### src/hml_pkg.sv
`timescale 1ns / 1ps
package hml_pkg;

  localparam logic OP_LOOKUP = 1'b0;
  localparam logic OP_CLEAR  = 1'b1;

  localparam logic [2:0] ST_FOUND    = 3'd0;
  localparam logic [2:0] ST_NOTFOUND = 3'd1;
  localparam logic [2:0] ST_INSERTED = 3'd2;
  localparam logic [2:0] ST_FULL     = 3'd3;
  localparam logic [2:0] ST_CLEARED  = 3'd4;

  // wide enough for any bucket index up to 65536 buckets
  localparam int BUCKET_W = 16;

  typedef struct packed {
    logic               opcode;
    logic signed [31:0] key;
    logic [7:0]         insert_value;
  } req_t;

  typedef struct packed {
    logic [7:0] answer;
    logic [2:0] status;
  } rsp_t;

  typedef struct packed {
    logic                opcode;
    logic [31:0]         key;
    logic [7:0]          insert_value;
    logic [BUCKET_W-1:0] bucket;
  } job_t;

endpackage

### src/hml_queue.sv
`timescale 1ns / 1ps
module hml_queue (
  input  logic          clk,
  input  logic          rst,
  input  logic          wr_en,
  input  hml_pkg::job_t wr_job,
  output logic          space,
  output logic          avail,
  input  logic          rd_en,
  output hml_pkg::job_t rd_job
);
  import hml_pkg::*;

  job_t       slots [2];
  logic       wr_ptr;
  logic       rd_ptr;
  logic [1:0] count;

  assign space  = (count != 2'd2);
  assign avail  = (count != 2'd0);
  assign rd_job = slots[rd_ptr];

  always_ff @(posedge clk) begin
    if (rst) begin
      wr_ptr <= 1'b0;
      rd_ptr <= 1'b0;
      count  <= 2'd0;
    end else begin
      if (wr_en && space) begin
        slots[wr_ptr] <= wr_job;
        wr_ptr        <= ~wr_ptr;
      end
      if (rd_en && avail) begin
        rd_ptr <= ~rd_ptr;
      end
      count <= count + 2'((wr_en && space) ? 1 : 0) - 2'((rd_en && avail) ? 1 : 0);
    end
  end

endmodule

### config.mk
export PLATFORM = sky130hd
export DESIGN_NAME = hml_queue
export DESIGN_NICKNAME = d
export VERILOG_FILES = /design/src/hml_pkg.sv /design/src/hml_queue.sv
export SDC_FILE = /design/constraint.sdc
export NUM_CORES = 1
export LEC_CHECK = 0
export ABC_CLOCK_PERIOD_IN_PS = 10290
export BUFFER_PORTS_ARGS = -buffer_cell sky130_fd_sc_hd__buf_2
export CAP_MARGIN = 20
export CORE_UTILIZATION = 55
export CTS_CLUSTER_DIAMETER = 200
export CTS_CLUSTER_SIZE = 30
export DETAILED_ROUTE_END_ITERATION = 6
export GPL_ROUTABILITY_DRIVEN = 0
export PLACE_DENSITY = 0.94
export SYNTH_ARGS = -nofsm -noshare
export SYNTH_HDL_FRONTEND = slang
export SYNTH_SLANG_ARGS = --single-unit
export TNS_END_PERCENT = 100
### constraint.sdc
create_clock -name clk -period 10.29 [get_ports clk]
set_input_delay 0 -clock clk [delete_from_list [all_inputs] [get_ports clk]]
set_output_delay 0 -clock clk [all_outputs]
set_load 0.05 [all_outputs]
# Yosys cells after proc, flatten, opt, wreduce, memory -nomap -nowiden
# Memory sizes are Yosys's and may differ from the RTL's. A register that Yosys moved wholly into a read port is not among the register bits.
# Index checks and enable logic that the tools add are counted.
[classes]
add_sub_neg = 2
multipliers = 0
div_mod_pow = 0
magnitude_cmp = 0
eq_ne = 1
shifts = 0
n_mux = 7
bitwise = 2
n_reduce_logical = 3
[op_table]
columns = ["operator", "n"]
rows = [
  ["$mux 1", 7],
  ["$add 2x1->2", 1],
  ["$logic_and 1x1->1", 2],
  ["$ne 2x2->1 const B", 1],
  ["$not 1->1", 2],
  ["$reduce_bool 2->1", 1],
  ["$sub 2x1->2", 1],
]
[word_totals]
ff_bits = 4
latchBits = 0
ramBits = 114
romBits = 0
in_bits = 61
mem_count = 1
[mem_list]
columns = ["memory", "words", "width", "read_ports", "rd_clocked_by_memory_dff", "write_ports", "line_no", "source"]
rows = [
  ["slots", 2, 57, 1, 1, 1, "hml_queue.sv:14", "job_t slots [2];"],
]

# Depth between registers and ports, before layout
[logic_depth]
word_depth = 5
mapped_depth = 8
ltp_nobuf = 8

# Worst setup path before layout
# No wires, ideal clock.
[synth_timing]
path_type = "register -> register"
start = "register count[0]"
end = "memory slots[1][0] in the netlist's numbering (enable)"
setup_time_ns = 0.555
arrival_ns = 5.216
required_time_ns = 9.735
setup_slack_ns = 4.519
stages_incl_launch_ff = 4
path_buffers = 0
cell_sequence = "dfxtp_1 -> nand2b_1 -> nand2_1 -> nor3b_1"
[synth_via]
elab_chain_cells = 5
[synth_lines]
columns = ["item", "line_no", "source"]
rows = [
  ["from (decl)", "hml_queue.sv:17", "logic [1:0] count;"],
  ["from (signal assigned)", "hml_queue.sv:36", "count <= count + 2'((wr_en && space) ? 1 : 0) - 2'((rd_en && avail) ? 1 : 0);"],
  ["$ne 2x2->1", "hml_queue.sv:19", "assign space = (count != 2'd2);"],
  ["net space", "hml_queue.sv:7", "output logic space,"],
  ["$logic_and 1x1->1", "hml_queue.sv:29", "if (wr_en && space) begin"],
  ["$mux 1", "hml_queue.sv:29", ""],
  ["$mux 1", "hml_queue.sv:24", "if (rst) begin"],
  ["$mux 1 (implied by the code)", "hml_queue.sv:30", "slots[wr_ptr] <= wr_job;"],
  ["to (decl)", "hml_queue.sv:14", ""],
]
# The timed path passes the listed nets, and every way through them passes these cells.

==> out/metrics.cfg <==
[sta]
worst_pin_slew_ns = 0.922
report.final.slew_viol_count = 0
period_minus_slack_ns = 2.10
max_freq_ghz = 0.476
fin_ws_ns = 8.19
rsz0062_at_grt = no
clock-skew-final_ns = 0.00627
fin_crit_sh_pct = 20.4
max-slew-margin-rel_pct = 38.5
finalHoldViolations = 0
setup_viol = 0
setup_total_negative_slack_ns = 0

[cts]
clock_tree.root_cell = sky130_fd_sc_hd__clkbuf_8
clock_transition_at_path_regs_ns = 0.06
post-cts-setup-buffer-count = 0
post_cts_hold_buffer_count = 61
cts_resized = 0
numClockSinks = 119
clock_path_buffers = 2
cts_buffers = 17
clock_insertion_delay_at_the_later_pin_of_the_skew_report_ns = 0.49
tritoncts = yes
h-tree-depth = 4

[yosys]
number_of_nets_produced_by_synthesis = 264
synth_cell_type_count = 18
synth.area.top_cells = sky130_fd_sc_hd__edfxtp_1 (77%), sky130_fd_sc_hd__mux2_4 (10%), sky130_fd_sc_hd__mux2_2 (7.1%)
synth_top_area_share_pct = 76.7
ys_warn_count = 0
cell_taking_the_most_area_after_synthesis = sky130_fd_sc_hd__edfxtp_1
ys_seq_area_share_pct = 78.9
synth.ff_latch_count = 119
synth_cells = 201
syn_avg_cell_area_um2 = 22.2
syn-cell-area_um2 = 4460

[worst_setup_path]
timing.critical_path.slowest_stage_cell = sky130_fd_sc_hd__dfxtp_4
r2r_setup_slack_ns = 8.44
r2r_start = count[0]
critPathArrivalTime_ns = 2.10
r2r.worst_path.cells = 4
timing.critical_path.required_ns = 10.29
crit_chain = mux2_2, buf_2
critPathLaunchType = flip-flop
crit_path_max_incr_delay_ns = 0.92
worstSetupEndpointType = output pin
worstReg2RegEnd = slots[1][10]
timing.critical_path.fanout_max = 57
timing.setup.critical_path_class = flip-flop to output pin

[hold_path]
worst_hold_path.endpoint = slots[0][11]
holdCritPathClass = input pin to flip-flop
hold_path_startpoint = wr_job[11]
hold_path_depth = 2

[finish]
design.final.nets = 459
n_fill_cell = 392
area_growth_pct = 43.1
regArea_um2 = 3530
multi_input_comb_area_um2 = 891
insertedDiodeCount = 0
drive_gt1_share_pct = 52.6

[global_routing]
antenna_found_initial = 0
grt_pass1_wl_um = 13200
global_route.overflow_total = 0
grt_start_max_net_pins = 58
grt.total_usage_pct = 21.6
grt_pass1_vias = 2764

[drt]
routed_via_count = 2505
drt_first_iter_violations = 166
remaining_routing_drc_violations = 0
routed_wl_um = 8640
antenna_left = 0
routed_via_density = 4.90
routedWlPerCell_um = 16.9
drt_first_pass_iters = 6

[die]
chipHeight_um = 92.1
die_area_um2 = 8480
initial_core_util_pct = 57.2
die_width_um = 92.1
core-area_um2 = 7810
boundaryPins = 120
rows = 32

[status]
status = completed

[run]
drv_cap = 0

[power]
finalPower_mw = 1.67
power_per_cell_area_nw_per_um2 = 262
power.static_leakage_nw = 2.50
max-vdd-ir-drop_v = 0.000187

[place]
port_buffers = 119
dp_hpwl_um = 4440
placement.setup.worst_slack_ns = 8.44

## metrics by stage
stage | util [%] | std cells | hold WS [ns] | area [um2]
2_1_floorplan | - | 201 | 0.0716 | 4460
3_3_place_gp | 66.1 | 418 | 0.187 | 5160
3_5_place_dp | 66.1 | 418 | 0.192 | 5160
4_1_cts | 81.8 | 511 | 0.199 | 6390
5_1_grt | 81.8 | 511 | 0.216 | 6390
6_report | 81.8 | 511 | 0.239 | 6390
## registers in the layout (all words and copies together) (netlist names), named ones only
name,cells
count,2
rd_ptr,1
wr_ptr,1
slots,114
## layout by cell type (no fill, tap or decap), types with 3 or more instances in the layout
cell type,count
sky130_fd_sc_hd__bufinv_16,4
sky130_fd_sc_hd__clkbuf_16,16
sky130_fd_sc_hd__edfxtp_1,114
sky130_fd_sc_hd__dfxtp_1,4
sky130_fd_sc_hd__clkinvlp_4,3
sky130_fd_sc_hd__mux2_4,30
sky130_fd_sc_hd__mux2_2,28
sky130_fd_sc_hd__nor2_1,4
sky130_fd_sc_hd__dlygate4sd3_1,61
sky130_fd_sc_hd__clkinv_4,3
sky130_fd_sc_hd__clkinv_2,3
sky130_fd_sc_hd__buf_2,119
## layout make-up
class / instances / area share [%]
Multi-Input combinational cell: 75 / 13.9
Timing Repair Buffer: 182 / 19.1
Clock buffer: 17 / 6.49
Tap cell: 102 / 2.00
Inverter: 1 / 0.0588
Clock inverter: 15 / 3.15
Sequential cell: 119 / 55.2
## worst max-delay path by stage
stage / depth (start not counted) / slack (ns) / endpoint
after floorplan: 3 / 4.52 / slots[1][0]
after global placement: 4 / 8.52 / slots[1][4]
after detailed placement: 4 / 8.44 / slots[1][37]
after CTS: 2 / 8.14 / rd_job[23]
after global routing: 2 / 8.09 / rd_job[4]
final: 2 / 8.19 / rd_job[0]
## cell usage after synthesis, drive strengths merged
cell type / instances
or2: 1
xnor2: 2
buf: 6
edfxtp: 114
inv: 1
xor2: 1
nor2b: 2
o21a: 1
dfxtp: 5
nor2: 4
ha: 2
nor3: 1
nand2b: 1
mux2: 58
nand2: 1
nor3b: 1
## per-layer routing
metal	share of wire, %	track usage [%]	vias up
met2	56	41.4	91
met5	0	0	-
met4	0.88	8.59	0
met3	4.7	5.97	8
met1	39	21.7	1222
li1	-	-	1184
## logic make-up (layout without fill, tap and decap cells)
family	after synthesis	in the layout	share of synthesized area, %
flip-flops	119	119	78.9
AND/OR/NAND/NOR	11	11	1.26
adder cells (fa/ha/maj)	2	2	0.561
buffers and inverters	7	215	1.32
multiplexers	58	58	17.2
AO/OA/AOI/OAI	1	1	0.168
XOR/XNOR	3	3	0.589
## power by group
part | internal [mW] | leakage, nW | total, mW | switching [mW]
Sequential | 0.579 | 1.09 | 0.625 | 0.0461
Combinational | 0.160 | 1.11 | 0.449 | 0.290
Clock | 0.394 | 0.294 | 0.600 | 0.206
Total | 1.13 | 2.50 | 1.67 | 0.542
## critical path, delay by kind of cell, from the launching register on
family	cells	cell delay (ns)
flip-flops	1	0.92
buffers and inverters	1	0.21
multiplexers	1	0.41
Power figures use the tool's default switching activity.
