<file path="config.mk">
export PLATFORM = sky130hd
export DESIGN_NAME = hml_front
export DESIGN_NICKNAME = d
export VERILOG_FILES = /design/src/hml_pkg.sv /design/src/hml_front.sv
export SDC_FILE = /design/constraint.sdc
export NUM_CORES = 1
export LEC_CHECK = 0
export ABC_AREA = 1
export BUFFER_PORTS_ARGS = -buffer_cell sky130_fd_sc_hd__buf_2
export CAP_MARGIN = 40
export CORE_UTILIZATION = 25
export CTS_BUF_LIST = sky130_fd_sc_hd__clkbuf_8
export DETAILED_ROUTE_END_ITERATION = 8
export RECOVER_POWER = 100
export SYNTH_ARGS = -nofsm -noshare
export SYNTH_HDL_FRONTEND = slang
export SYNTH_SLANG_ARGS = --single-unit
</file>
<file path="constraint.sdc">
create_clock -name clk -period 4.65 [get_ports clk]
set_input_delay 0 -clock clk [delete_from_list [all_inputs] [get_ports clk]]
set_output_delay 0 -clock clk [all_outputs]
set_load 0.01 [all_outputs]
</file>
<file path="src/hml_pkg.sv">
`timescale 1ns / 1ps
package hml_pkg;

  localparam logic OP_LOOKUP = 1'b0;
  localparam logic OP_CLEAR  = 1'b1;

  localparam logic [2:0] ST_FOUND    = 3'd0;
  localparam logic [2:0] ST_NOTFOUND = 3'd1;
  localparam logic [2:0] ST_INSERTED = 3'd2;
  localparam logic [2:0] ST_FULL     = 3'd3;
  localparam logic [2:0] ST_CLEARED  = 3'd4;

  // wide enough for any bucket index up to 65536 buckets
  localparam int BUCKET_W = 16;

  typedef struct packed {
    logic               opcode;
    logic signed [31:0] key;
    logic [7:0]         insert_value;
  } req_t;

  typedef struct packed {
    logic [7:0] answer;
    logic [2:0] status;
  } rsp_t;

  typedef struct packed {
    logic                opcode;
    logic [31:0]         key;
    logic [7:0]          insert_value;
    logic [BUCKET_W-1:0] bucket;
  } job_t;

endpackage

</file>
<file path="src/hml_front.sv">
`timescale 1ns / 1ps
module hml_front #(
  parameter int BUCKETS = 1024
) (
  input  logic          clk,
  input  logic          rst,
  input  logic          push,
  output logic          full,
  input  hml_pkg::req_t req,
  output logic          job_valid,
  input  logic          job_space,
  output hml_pkg::job_t job
);
  import hml_pkg::*;

  localparam logic [32:0] RECIP = 33'((64'd1 << 32) / BUCKETS);
  localparam logic [16:0] BMUL  = 17'(BUCKETS);
  localparam logic [30:0] BMOD  = 31'(BUCKETS);

  typedef enum logic [1:0] {F_IDLE, F_MUL, F_MUL2, F_SEND} fstate_t;

  fstate_t     state;
  logic        op;
  logic [31:0] key;
  logic [7:0]  val;
  logic [30:0] folded;
  logic [63:0] prod;
  logic [30:0] qb;
  logic [30:0] rem_raw;
  logic [30:0] rem;
  logic        take;

  assign full      = !(state == F_IDLE || (state == F_SEND && job_space));
  assign take      = push && !full;
  assign job_valid = (state == F_SEND);

  // remainder estimate is below twice the bucket count: one correction
  assign rem_raw = folded - qb;
  assign rem     = (rem_raw >= BMOD) ? (rem_raw - BMOD) : rem_raw;

  // hold the word in the capture registers; bucket is settled in F_SEND
  assign job = '{opcode: op, key: key, insert_value: val, bucket: BUCKET_W'(rem)};

  always_ff @(posedge clk) begin
    if (rst) begin
      state <= F_IDLE;
    end else begin
      unique case (state)
        F_IDLE, F_SEND: begin
          if (take) begin
            op     <= req.opcode;
            key    <= req.key;
            val    <= req.insert_value;
            folded <= req.key[31] ? ~req.key[30:0] : req.key[30:0];
            state  <= F_MUL;
          end else if (state == F_SEND && job_space) begin
            state <= F_IDLE;
          end
        end
        F_MUL: begin
          prod  <= 64'(folded) * 64'(RECIP);
          state <= F_MUL2;
        end
        F_MUL2: begin
          qb    <= 31'(prod[62:32] * 31'(BMUL));
          state <= F_SEND;
        end
        default: state <= F_IDLE;
      endcase
    end
  end

endmodule

</file>
Word level (Yosys, flattened, before mapping). Cells that the tools add are included.

Flip-flop bits (word level): 126. Bits of input ports: 45. Output and inout bits: 59. Word-level logic and storage cells: 30.

Add/subtract/negate cells: 2. Magnitude comparators: 1. Equal/unequal tests: 4. Mux-type cells: 5. Bitwise gates (word level): 2. Reduce and logical (&&, ||, !) cells: 9.

Operators with widths (number): $ge 31x11->1 const B (1); $mux 31 (1); $not 31->31 (1); $sub 31x31->31 (1); $mux 16 (1); $sub 16x11->16 const B (1); $pmux 2 s3 (1); $eq 2x2->1 const B (2); $mux 2 (2); $reduce_and 2->1 (2); $ne 3x3->1 const B (1); $reduce_and 3->1 (1); $eq 2x1->1 const B (1); $logic_and 1x1->1 (2); $logic_not 2->1 (1); $reduce_or 2->1 (1); $logic_not 1->1 (1); $logic_or 1x1->1 (1); $not 1->1 (1).

Longest topological paths before layout. Gate-level depths: netlist of the first run.

Word-level depth: 6. Gate-level depth with buffers: 18. Gate-level depth less buffers: 18.

Worst setup path before layout of the first run. OpenSTA, ideal clock, no wires.

Kind: register to register. Start point: reg state[0]. End point: reg folded[0] (enable). Setup time: 503 ps. Arrival: 3991 ps. Data required time: 4147 ps. Slack: 156 ps. Stages on the path, launching flop included: 8. Buffers on the path: 0. Clock period less this slack: 4494 ps. Cells stage by stage: dfxtp_1 > ha_1 > nand2_1 > inv_1 > o21ai_0 > nor2_1 > inv_1 > nor2_1.

Word-level cells in the longest chain between the ends: 5. Elaborated cells on any way between the ends: 7. Those cells by class: eq/ne: 1; reduce/logical: 6.

RTL lines: from (decl) (RTL line hml_front.sv:22) `fstate_t state;`; from (signal assigned) (RTL line hml_front.sv:46) `state <= F_IDLE;`; from (signal assigned) (RTL line hml_front.sv:55) `state <= F_MUL;`; from (signal assigned) (RTL line hml_front.sv:57) `state <= F_IDLE;`; $eq 2x2->1 (*); via job_valid (RTL line hml_front.sv:10) `output logic job_valid,`; $logic_and 1x1->1 (RTL line hml_front.sv:33) `assign full = !(state == F_IDLE || (state == F_SEND && job_space));`; $logic_or 1x1->1 (RTL line hml_front.sv:33); $logic_and 1x1->1 (RTL line hml_front.sv:34) `assign take = push && !full;`; $reduce_and 3->1 (no source line) (*); to (signal assigned) (RTL line hml_front.sv:54) `folded <= req.key[31] ? ~req.key[30:0] : req.key[30:0];`; to (decl) (RTL line hml_front.sv:26) `logic [30:0] folded;`.

The timed path passes the listed nets; every way through them passes the cells marked *. A chain may end at the register's enable or synchronous reset.

Worst setup path in the final report of the first run.
Start point: reg state[0]. End point: reg val[4] (enable).

Word-level cells in the longest chain between the ends: 5. Elaborated cells on any way between the ends: 7. Those cells by class: eq/ne: 1; reduce/logical: 6.

RTL lines: $eq 2x2->1 (RTL line hml_front.sv:33, hml_front.sv:48); $logic_and 1x1->1 (RTL line hml_front.sv:33); $logic_or 1x1->1 (RTL line hml_front.sv:33); $logic_and 1x1->1 (RTL line hml_front.sv:34); $reduce_and 3->1 (no source line) (*); to (signal assigned) (RTL line hml_front.sv:53) `val <= req.insert_value;`; to (decl) (RTL line hml_front.sv:25) `logic [7:0] val;`.

Every way passes the cells marked *; elsewhere a longest branch is shown, timed or not.

==> results summary, run 1 <==
The flow ran to the end, but the final reports show violations. The final reports fail on capacitance limit, slew limit. The number of nets in the synthesized netlist is 676. The worst reg2reg path depth came out at 6. The die covers 0.0247 sq mm. Entering global routing, the biggest net connects 63 pins. Synthesis handed over a netlist of 604 instances. The maximum operating frequency is 285 MHz. Measured along the y axis, the die boundary spans 157 um. STA classifies the critical path startpoint as a flip-flop.

In this run, the combinational gates consume 33.8% of the power. The post-route netlist has 9.48% of its cells at a drive strength greater than 1. The DRC violations left is 0. The number of buffers added for setup after CTS is 0. After layout, the minimum clock period comes to 3.51 ns.

The first global-routing pass estimated 20.9 mm of wire. The cell chosen for the clock root is clkbuf_8. The remaining global-route overflow came out at 0. For this run, the number of Yosys warnings is 0. The area share of the leading cell type in the synthesized netlist came out at 56.8%.

Following the worst setup path forward leads to its endpoint at val[4]. The ratio of final minimum period to clock period came out at 75.4%. The proportion of synthesized flip-flops having asynchronous set or reset is 0%. Once layout is complete, the cells apart from fillers number 1089.

The number of rows created at floorplan came out at 56. Routability-driven placement finished with a final weighted congestion of 0.870. TritonCTS created 17 clock buffers. The area taken by flip-flops and latches came out at 0.00346 sq mm. The data arrival time of the worst path is 3.53 ns. In this run the cell area of the synthesized design comes to 0.00602 sq mm. The worst-case vdd ir drop came out at 0.000250 V. The fraction of power consumed by sequential logic came out at 42.0%.

The clock insertion delay at the later pin of the skew report came out at 0.43 ns. The net switching power came out at 1.26 mW. The classification of the worst-slack hold path is input pin to flip-flop. The number of nets at the end of the flow came out at 830. In the routed layout, each cell is associated on average with a via count of 3.95. The multi-input gate area in the final layout is 0.00202 sq mm. The detailed-route wire length per cell came out at 11.9 um. The placeable core area is 0.0235 sq mm. The final clock skew came out at 0.0109 ns. The power per cell area came out at 468 mW/mm^2. The final number of max-transition violations is 86. TritonCTS built the clock tree. The first-pass iteration count of the detailed router is 5. The total of fill cells in the finished design is 2539.

The headroom to the max-slew limit is -7.81%. The antenna cell count came out at 0. The placed wire-length estimate is 9.58 mm.

The sum of internal, switching and leakage power is 3.52 mW. Summed over all layers, the routed wires come to 13.0 mm. In this run the static leakage power is 3.17 nW. The worst setup path is captured at a flip-flop. The synthesized design contains 114 enable-type register cells. The cell depth of the worst hold path came out at 5.

The global router's overall resource usage is 11.2%. Yosys attributes the largest share of cell area to edfxtp_1, nand2_1, inv_1. The initial antenna violation count is 0. The critical path in this run is classified as flip-flop to flip-flop.

The internal power came out at 2.26 mW. At the worst endpoint, the required time is 4.68 ns. The synthesized design spends more area on one cell type than any other, namely edfxtp_1. Sequential elements use 57.5% of the synthesized area. The hold slack came out at 0.269 ns.

The largest fanout of any net on the critical path came out at 62. The count of nets left with antenna violations once routing finished came out at 0. Among all flip-flop cells after synthesis, the most frequent one is edfxtp_1. The tool flagged a number of max-cap violations equal to 2. The starting density of the core is 25.6%. In this run the critical register-to-register path is launched from state[0]. The endpoint identified for the worst register-to-register timing path is val[4]. The area added between synthesis and finish is 25.0%. Setup repair after global routing left no endpoint under its margin. The number of global-route vias before repair is 4288. Counting every sink on the clock net gives 116. The die is 157 um wide.

The final number of setup-violating endpoints came out at 0. The final hold violation count is 0. The post-synthesis cell type count came out at 33. The switching power as a share of total power came out at 35.8%. The actual slew at the worst max-slew pin came out at 1.62 ns. The fraction of power consumed by the clock network is 24.3%. The clock edge transition at the registers on the reported setup and hold paths came out at 0.07 ns. The reg-to-reg setup timing slack is 1.14 ns. The level count of the clock H-tree is 4. The synthesized design contains 116 register bits.

The critical path starts at state[0]. The count of routing violations after the opening detailed-route iteration is 226. The number of ports placed on the die boundary is 104. The final setup TNS is 0 ns. The maximum root-to-sink buffer count came out at 2. The quantity of I/O buffers inserted on ports came out at 103.

The count of vias placed by the detailed router came out at 4306. A synthesized cell averages 9.97 sq um. The number of placed cells counting well taps is 1013.
cells by family (layout without fill, tap and decap cells):
group           after synthesis  after routing  share of synthesized area [%]
simple gates                275            275                           20.3
xor+xnor                     37             37                           5.69
fa+ha+maj                    27             27                           5.73
flops                       116            116                           57.5
compound gates               22             22                           1.99
buf+inv                     127            293                           8.75
state kept, by name, summed over array words and instances (netlist names):
register,cells
folded,31
key,32
op,1
val,8
prod,21
qb,21
state,2
routing by layer:
layer | track usage, % | routed length [um]
met2 | 17.4 | 5910
met3 | 3.41 | 509
met1 | 14.9 | 6410
met4 | 3.61 | 125
met5 | 0 | 0
cell usage in the layout (no fill, tap or decap), types with 2 or more instances in the layout:
cell type and count:
nand2_1 154, nand4_1 8, nor2_1 42, edfxtp_1 114
bufinv_16 2, dfxtp_1 2, nor2_2 5, buf_2 17
clkbuf_8 17, nand3b_1 4, clkinvlp_4 2, o21ai_0 2
clkbuf_1 89, xor2_1 34, inv_2 5, a21oi_1 17
xnor2_1 2, dlygate4sd3_1 45, or2_2 3, nand3_1 34
nor3_2 2, clkinv_1 5, ha_1 26, nand2_2 10
clkinv_2 3, inv_1 106, nor3_1 9
Yosys cell counts (5+ instances only):
master and count:
nand2_1 153, inv_1 104, xor2_1 34, inv_2 6, nand3_1 32, nor2_1 42, a21oi_1 17, edfxtp_1 114
nor3_1 9, nand4_1 8, nor2_2 5, buf_4 11, ha_1 26, nand2_2 11
worst max-delay path: stages (launching register included):
cell and delay, ns:
dfxtp_1 0.39, inv_1 0.09, ha_1 0.35, nor2_1 0.15, inv_1 0.07, nor2_1 0.69
clkbuf_2 1.27
layout make-up:
cell class | instances | area share [%]
clock inverters | 14 | 1.61
multi-input cells | 361 | 26.8
inverters | 110 | 5.49
clock buffers | 17 | 3.11
repair buffers | 152 | 11.6
well taps | 319 | 5.30
flip-flops and latches | 116 | 46.0
worst min-delay path by stage:
stage	slack (ns)	end	start
final	0.27	key[28]	push
after global routing	0.23	val[6]	req[6]
after CTS	0.11	key[26]	push
after detailed placement	0.18	val[6]	req[6]
after global placement	0.18	val[5]	req[5]
after floorplan	0.07	state[0]	rst
per-stage QoR:
stage	util [%]	instance area (sq um)	worst slack, ns
floorplan	-	6020	0.156
global placement	29.1	6860	2.09
detailed placement	29.2	6880	2.03
CTS	32.6	7680	1.51
global route	32.0	7520	0.812
finish	32.0	7520	1.14
timing repair:
item,4_1_cts,5_1_grt
endpoints found under the hold margin,84,0
hold buffers,45,0
resized for setup,0,0
power groups by stage:
stage / Combinational [mW] / Sequential [mW] / Clock (mW)
2_1_floorplan: 0.812 / 1.52 / 0
3_3_place_gp: 1.20 / 1.49 / 0
3_5_place_dp: 1.20 / 1.49 / 0
4_1_cts: 1.25 / 1.47 / 0.896
5_1_grt: 1.37 / 1.50 / 0.939
6_report: 1.19 / 1.48 / 0.855
Note: power is estimated with default switching activity, not from simulation.
==> run 2, diff against run 1 <==
==> constraint.sdc (replaced) <==
create_clock -name clk -period 3.07 [get_ports clk]
set_input_delay 0 -clock clk [delete_from_list [all_inputs] [get_ports clk]]
set_output_delay 0 -clock clk [all_outputs]
set_load 0.01 [all_outputs]
==> run 2 against run 1 <==
Effect of this change: the flow finishes with violations (slew limit); combinational power increased by 65%; via count up 1.3%; die area is the same; global-route usage increased by 0.089 points; routed wire length rose by 2.8%; hold slack better by 0.0019 ns; critical path type is now flip-flop to output port; critical endpoint is now job[11]; largest cell class unchanged.
==> results summary, run 2 (synthesized netlist as in run 1, its figures left out) <==
The largest fanout of any net on the critical path came out at 4 (-94%). The internal power is 3.52 mW (+56%). The final number of setup-violating endpoints came out at 0 (unchanged). The placeable core area came to 0.0235 sq mm (unchanged). The die footprint is 0.0247 sq mm (unchanged). The clock insertion delay at the later pin of the skew report came out at 0.43 ns (about the same). The total CTS buffers is 17 (unchanged).

The classification of the worst-slack hold path is input pin to flip-flop. The worst-case vdd ir drop came out at 0.000330 V (+32%). The area of all placed cells without fillers was 0.00779 sq mm (+3.6%). The post-place instance area came to 0.00691 sq mm (+0.44%).

The fraction of power consumed by the clock network is 23.6% (-0.7 points). The actual slew at the worst max-slew pin was 1.50 ns (-0.113 ns). The routed wire length is 13.3 mm (+2.8%). The flow ran to the end, but the final reports show violations. The remaining antenna violation count came out at 0 (unchanged).

The largest register by flop count is key. In the layout the commonest cells are nand2_1, edfxtp_1, inv_1, clkbuf_1, dlygate4sd3_1. The leakage power summed over all cells is 3.21 nW (+1.2%).

The number of ports placed on the die boundary is 104 (unchanged). The detailed-route wire length per cell is 12.1 um (+2.0%). The switching power as a share of total power came to 36.2% (+0.32 points).

The quantity of I/O buffers inserted on ports came out at 103 (unchanged). The final clock skew is 0.00805 ns (-0.00281 ns). The starting density of the core is 25.6% (unchanged). The minimum period implied by the final worst setup slack is 2.87 ns. The part of the total power dissipated in combinational logic came out at 35.6% (+1.8 points).

The remaining global-route overflow is 0 (unchanged). The first-pass iteration count of the detailed router is 5 (unchanged). The level count of the clock H-tree came out at 4 (unchanged). Of the available clock period, the critical path in the final layout requires 93.6%. The largest registers in the layout are key (32), folded (31). The number of placed cells counting well taps is 1014 (+0.099%). The clock edge transition at the registers on the reported setup and hold paths is 0.07 ns (about the same). STA classifies the critical path endpoint as an output port. The mean number of vias per cell is 3.98 (+0.58%). The weighted congestion at the end of routability-driven global placement is 0.908 (+4.3%).

The data arrival time of the worst path came out at 2.87 ns (-0.66 ns). The global router's overall resource usage is 11.3% (+0.089 points). The overall die width came out at 157 um (unchanged).

The number of global-route vias before repair is 4326 (+0.89%). The fraction of final layout cells sized beyond drive strength 1 is 15.3% (+5.8 points). The number of sinks driven by the clock tree is 116 (unchanged). The vertical die dimension is 157 um (unchanged). The number of rows created at floorplan is 56 (unchanged). The global-route wire length before repair is 21.1 mm (+0.89%). The power per cell area is 707 mW/mm^2 (+51%). The net switching power is 1.99 mW (+58%). The worst setup path is of the flip-flop to output port kind. TritonCTS built the clock tree. The final hold violation count came out at 0 (unchanged).

The number of nets at the end of the flow is 838 (+0.96%). The number of max-cap violations was 0 (-2). The placed wire-length estimate came out at 9.79 mm (+2.2%). The headroom to the max-slew limit came out at -0.276% (+7.5 points). The count of routing violations after the opening detailed-route iteration came out at 268 (+19%).

Leaving out fill and tap cells, the most frequent cell in the layout is nand2_1. The antenna cell count was 0 (unchanged). The worst setup path is launched from a flip-flop.

The reg-to-reg setup timing slack is 0.37 ns (-0.77 ns). The initial antenna violation count is 0 (unchanged). The area added between synthesis and finish is 29.4%. The final number of max-transition violations was 36 (-58%).

Setup repair after global routing could not meet its margin everywhere. The largest net degree at the start of global routing is 59 (-6.3%). The fraction of power consumed by sequential logic came out at 40.8% (-1.2 points). The maximum operating frequency is 348 MHz. The cell chosen for the clock root is clkbuf_8. The maximum root-to-sink buffer count came to 2 (unchanged). The endpoint required time on the critical path came out at 3.07 ns (-1.61 ns). The final reports fail on slew limit. The count of vias placed by the detailed router is 4363 (+1.3%). The filler-free cell count of the finished design came out at 1097 (+0.73%). The flip-flop count of the largest register after layout is 32 (unchanged). The final setup TNS was 0 ns (unchanged). The DRC violations left is 0 (unchanged).
## run 2: power by group through the flow
stage	combinational, mW	sequential, mW	clock [mW]
after floorplan	1.24	2.29	0
after global placement	1.85	2.24	0
after detailed placement	1.86	2.25	0
after CTS	1.93	2.22	1.36
after global routing	2.23	2.28	1.42
final	1.96	2.25	1.30
## run 2: per-layer routing
metal | GRT usage (%) | up-vias | share of wire [%]
li1 | - | 2254 | -
met5 | 0 | - | 0
met4 | 5.32 | 0 | 1.8
met1 | 14.8 | 2021 | 49
met3 | 2.37 | 13 | 2.7
met2 | 17.8 | 75 | 47
## run 2: final timing paths
kind / from / end / cells after the start
min: req[2] / val[2] / 2
max reg2reg: state[0] / folded[0] / 6
max: qb[10] / job[11] / 16
min reg2reg: prod[47] / qb[25] / 0
## run 2: cell type report
type | instances | area [sq um]
multi-input cells | 361 | 2230
repair buffers | 160 | 933
flip-flops and latches | 116 | 3460
clock buffers | 17 | 234
fillers | 2498 | 15800
clock inverters | 14 | 123
inverters | 110 | 413
well taps | 319 | 399
## run 2: repair_timing
item	4_1_cts	5_1_grt
endpoints found under the hold margin	73	0
resized for setup	1	40
hold buffers	44	0
pin swaps	0	9
setup endpoints to repair	6	6
buffers inserted	0	8
## run 2: critical path: stages (launching register included)
cell,delay [ns]
edfxtp_1,0.42
ha_4,0.19
fa_2,0.41
buf_6,0.14
xor2_4,0.16
inv_2,0.09
nor2_8,0.10
nand3_4,0.09
nor2_2,0.10
nand2_1,0.06
nor2_1,0.08
nand3b_1,0.10
nor2_2,0.10
nand3_2,0.12
nand2_1,0.11
inv_1,0.04
buf_2,0.13
## run 2: through the flow
step	hold WS [ns]	utilization, %	power (mW)	worst slack (ns)
after floorplan	0.0694	-	3.52	0.603
after global placement	0.177	29.2	4.10	0.522
after detailed placement	0.179	29.3	4.12	0.463
after CTS	0.0505	32.7	5.52	0.0666
after global routing	0.255	33.1	5.94	-0.0308
final	0.271	33.1	5.51	0.197
==> run 3, diff against run 2 <==
--- a/config.mk
+++ b/config.mk
@@ -9,7 +9,7 @@
 export BUFFER_PORTS_ARGS = -buffer_cell sky130_fd_sc_hd__buf_2
 export CAP_MARGIN = 40
 export CORE_UTILIZATION = 25
-export CTS_BUF_LIST = sky130_fd_sc_hd__clkbuf_8
+export CTS_BUF_LIST = sky130_fd_sc_hd__clkbuf_4
 export DETAILED_ROUTE_END_ITERATION = 8
 export RECOVER_POWER = 100
 export SYNTH_ARGS = -nofsm -noshare
==> constraint.sdc (replaced) <==
create_clock -name clk -period 3.07 [get_ports clk]
set_input_delay 0 -clock clk [delete_from_list [all_inputs] [get_ports clk]]
set_output_delay 0 -clock clk [all_outputs]
set_load 0.02 [all_outputs]
==> run 3 against run 2 <==
Effect of this change: the run now ends clean; flip-flop and latch count unchanged; clock skew increased by 0.0068 ns; sequential power about the same; non-clock buffer count increased by 3; cell count increased by 0.36%; critical path type unchanged; critical endpoint is now job[12].
==> results summary, run 3 (synthesized netlist as in run 1, its figures left out) <==
The number of max-cap violations is 0 (unchanged). The final number of setup-violating endpoints came out at 0 (unchanged). The maximum operating frequency was 340 MHz (-2.2%).

The power per cell area was 711 mW/mm^2 (+0.50%). From synthesis to final layout, the design area changed by 31.2%. The clock edge transition at the registers on the reported setup and hold paths came out at 0.12 ns (+0.05 ns).

The fraction of final layout cells sized beyond drive strength 1 came out at 18.7% (+3.4 points). The run finished with clean final reports. The final number of max-transition violations came out at 0 (-100%).

The placed wire-length estimate came out at 9.60 mm (-1.9%). The endpoint required time on the critical path is 3.07 ns (about the same). The detailed-route wire length per cell is 12.0 um (-0.75%).

The worst-case vdd ir drop is 0.000297 V (-10%). The startpoint class of the critical path is a flip-flop. The final hold violation count is 0 (unchanged).

The number of global-route vias before repair is 4487 (+3.7%). The mean number of vias per cell came out at 4.04 (+1.5%). The flip-flop count of the largest register after layout came out at 32 (unchanged).

The final setup TNS came out at 0 ns (unchanged). STA classifies the critical path endpoint as an output port. The final clock skew came out at 0.0149 ns (+0.00683 ns).

Setup repair after global routing could not meet its margin everywhere. The level count of the clock H-tree is 4 (unchanged). The initial antenna violation count was 1 (+1). In the layout the commonest cells are nand2_1, edfxtp_1, inv_1, clkbuf_1, dlygate4sd3_1. The global-route wire length before repair came to 21.2 mm (+0.65%). The remaining antenna violation count came out at 0 (unchanged). The minimum period implied by the final worst setup slack came out at 2.94 ns (+0.0651 ns).

The number of nets at the end of the flow is 841 (+0.36%). The routed wire length came out at 13.3 mm (-0.39%). The largest registers in the layout are key (32), folded (31). The least setup slack across all paths after layout is 0.132 ns (-0.0651 ns). The die footprint is 0.0247 sq mm (unchanged). The weighted congestion at the end of routability-driven global placement came out at 0.851 (-6.3%). The actual slew at the worst max-slew pin is 1.25 ns (-0.258 ns). The maximum root-to-sink buffer count came to 2 (unchanged). The quantity of I/O buffers inserted on ports came out at 103 (unchanged). The data arrival time of the worst path is 2.94 ns (+0.07 ns). The first-pass iteration count of the detailed router is 4 (-1). The number of sinks driven by the clock tree came to 116 (unchanged). The classification of the worst-slack hold path is input pin to flip-flop.

The pre-CTS setup slack is 0.475 ns (+0.0120 ns). The cell chosen for the clock root is clkbuf_4. The overall die width is 157 um (unchanged).

The vertical die dimension is 157 um (unchanged). The count of vias placed by the detailed router is 4443 (+1.8%). The reg-to-reg setup timing slack came out at 0.30 ns (-0.07 ns). The largest fanout of any net on the critical path is 3 (-1). The headroom to the max-slew limit is 16.9% (+17 points). More flip-flops sit in one register than any other, and that register is key. The number of rows created at floorplan is 56 (unchanged). The worst setup path is of the flip-flop to output port kind. TritonCTS built the clock tree. The clock insertion delay at the later pin of the skew report came out at 0.51 ns (+0.08 ns). The ratio of final minimum period to clock period came out at 95.7% (+2.1 points). The starting density of the core came out at 25.6% (unchanged). The global router's overall resource usage was 11.3% (-0.038 points). The number of ports placed on the die boundary is 104 (unchanged). The count of routing violations after the opening detailed-route iteration came out at 274 (+2.2%). The remaining global-route overflow is 0 (unchanged).

The leading cell type in the layout, fill and taps excluded is nand2_1. The total CTS buffers came to 17 (unchanged). The placeable core area came to 0.0235 sq mm (unchanged). The DRC violations left is 0 (unchanged). The largest net degree at the start of global routing came to 59 (unchanged). The leakage power summed over all cells came to 3.22 nW (+0.36%).
==> run 3: cell count changes in the layout (fill, tap and decap cells not counted), moves of 3 or more <==
| cell | previous run | this run |
|---|---|---|
| ha_1 | 12 | 9 |
| buf_6 | 1 | 4 |
| nand2_2 | 16 | 23 |
| buf_4 | 6 | 12 |
| ha_4 | 9 | 13 |
| clkbuf_4 | 1 | 20 |
| buf_2 | 18 | 12 |
| clkbuf_8 | 17 | 0 |
| nand3_2 | 5 | 10 |
| inv_2 | 6 | 10 |
| nand2_1 | 148 | 139 |
| nand3_1 | 29 | 23 |
| inv_1 | 106 | 100 |
==> run 3: timing repair <==
item                                    CTS  global route
gates resized for setup                  23            57
endpoints found under the setup margin    6             6
hold buffers                             45             0
pin swaps                                13            24
setup buffers                             7             3
hold endpoints to repair                 73             0
==> run 3: cell type report <==
cell class / count / area [sq um]
Fill cell: 2524 / 15600
Sequential cell: 116 / 3460
Multi-Input combinational cell: 361 / 2350
Timing Repair Buffer: 163 / 987
Inverter: 110 / 413
Tap cell: 319 / 399
Clock buffer: 19 / 143
Clock inverter: 12 / 139
Antenna cell: 1 / 2.50
==> run 3: critical path, stage by stage, from the launching register on <==
cell	delay (ns)
edfxtp_1	0.39
inv_2	0.06
ha_4	0.16
fa_2	0.39
inv_2	0.09
nand3_2	0.08
nand2_2	0.09
buf_4	0.12
nand3_1	0.11
nand4_1	0.13
nand2_2	0.09
nor2_1	0.14
nand3_2	0.12
nor3_4	0.25
a21oi_2	0.08
buf_4	0.15
==> run 3: routing by layer <==
| layer | global-route usage (%) | routed length, um |
|---|---|---|
| met5 | 0 | 0 |
| met4 | 4.81 | 211 |
| met3 | 2.86 | 532 |
| met2 | 18.1 | 6350 |
| met1 | 14.4 | 6170 |
==> run 3: final timing paths <==
check	startpoint	end	cells past startpoint
worst max-delay path	folded[10]	job[12]	15
worst max register to register	state[0]	val[5]	9
worst min register to register	prod[35]	qb[13]	0
worst min-delay path	req[2]	val[2]	2
==> run 3: through the flow <==
step           util, %  instance area, sq um  std cells  hold WS, ns  total power [mW]
3_3_place_gp      29.2                  6880       1013        0.177              4.20
6_report          33.6                  7900       1101        0.201              5.61
2_1_floorplan        -                  6030        604       0.0694              3.66
4_1_cts           33.0                  7780       1097       0.0288              5.59
5_1_grt           33.6                  7900       1101        0.144              6.03
3_5_place_dp      29.3                  6910       1014        0.178              4.23
==> run 3: power by group <==
| part | switching, mW | internal (mW) | total [mW] |
|---|---|---|---|
| sequential | 0.115 | 2.13 | 2.24 |
| clock | 0.569 | 0.566 | 1.14 |
| combinational | 1.44 | 0.794 | 2.23 |
| total | 2.13 | 3.49 | 5.61 |
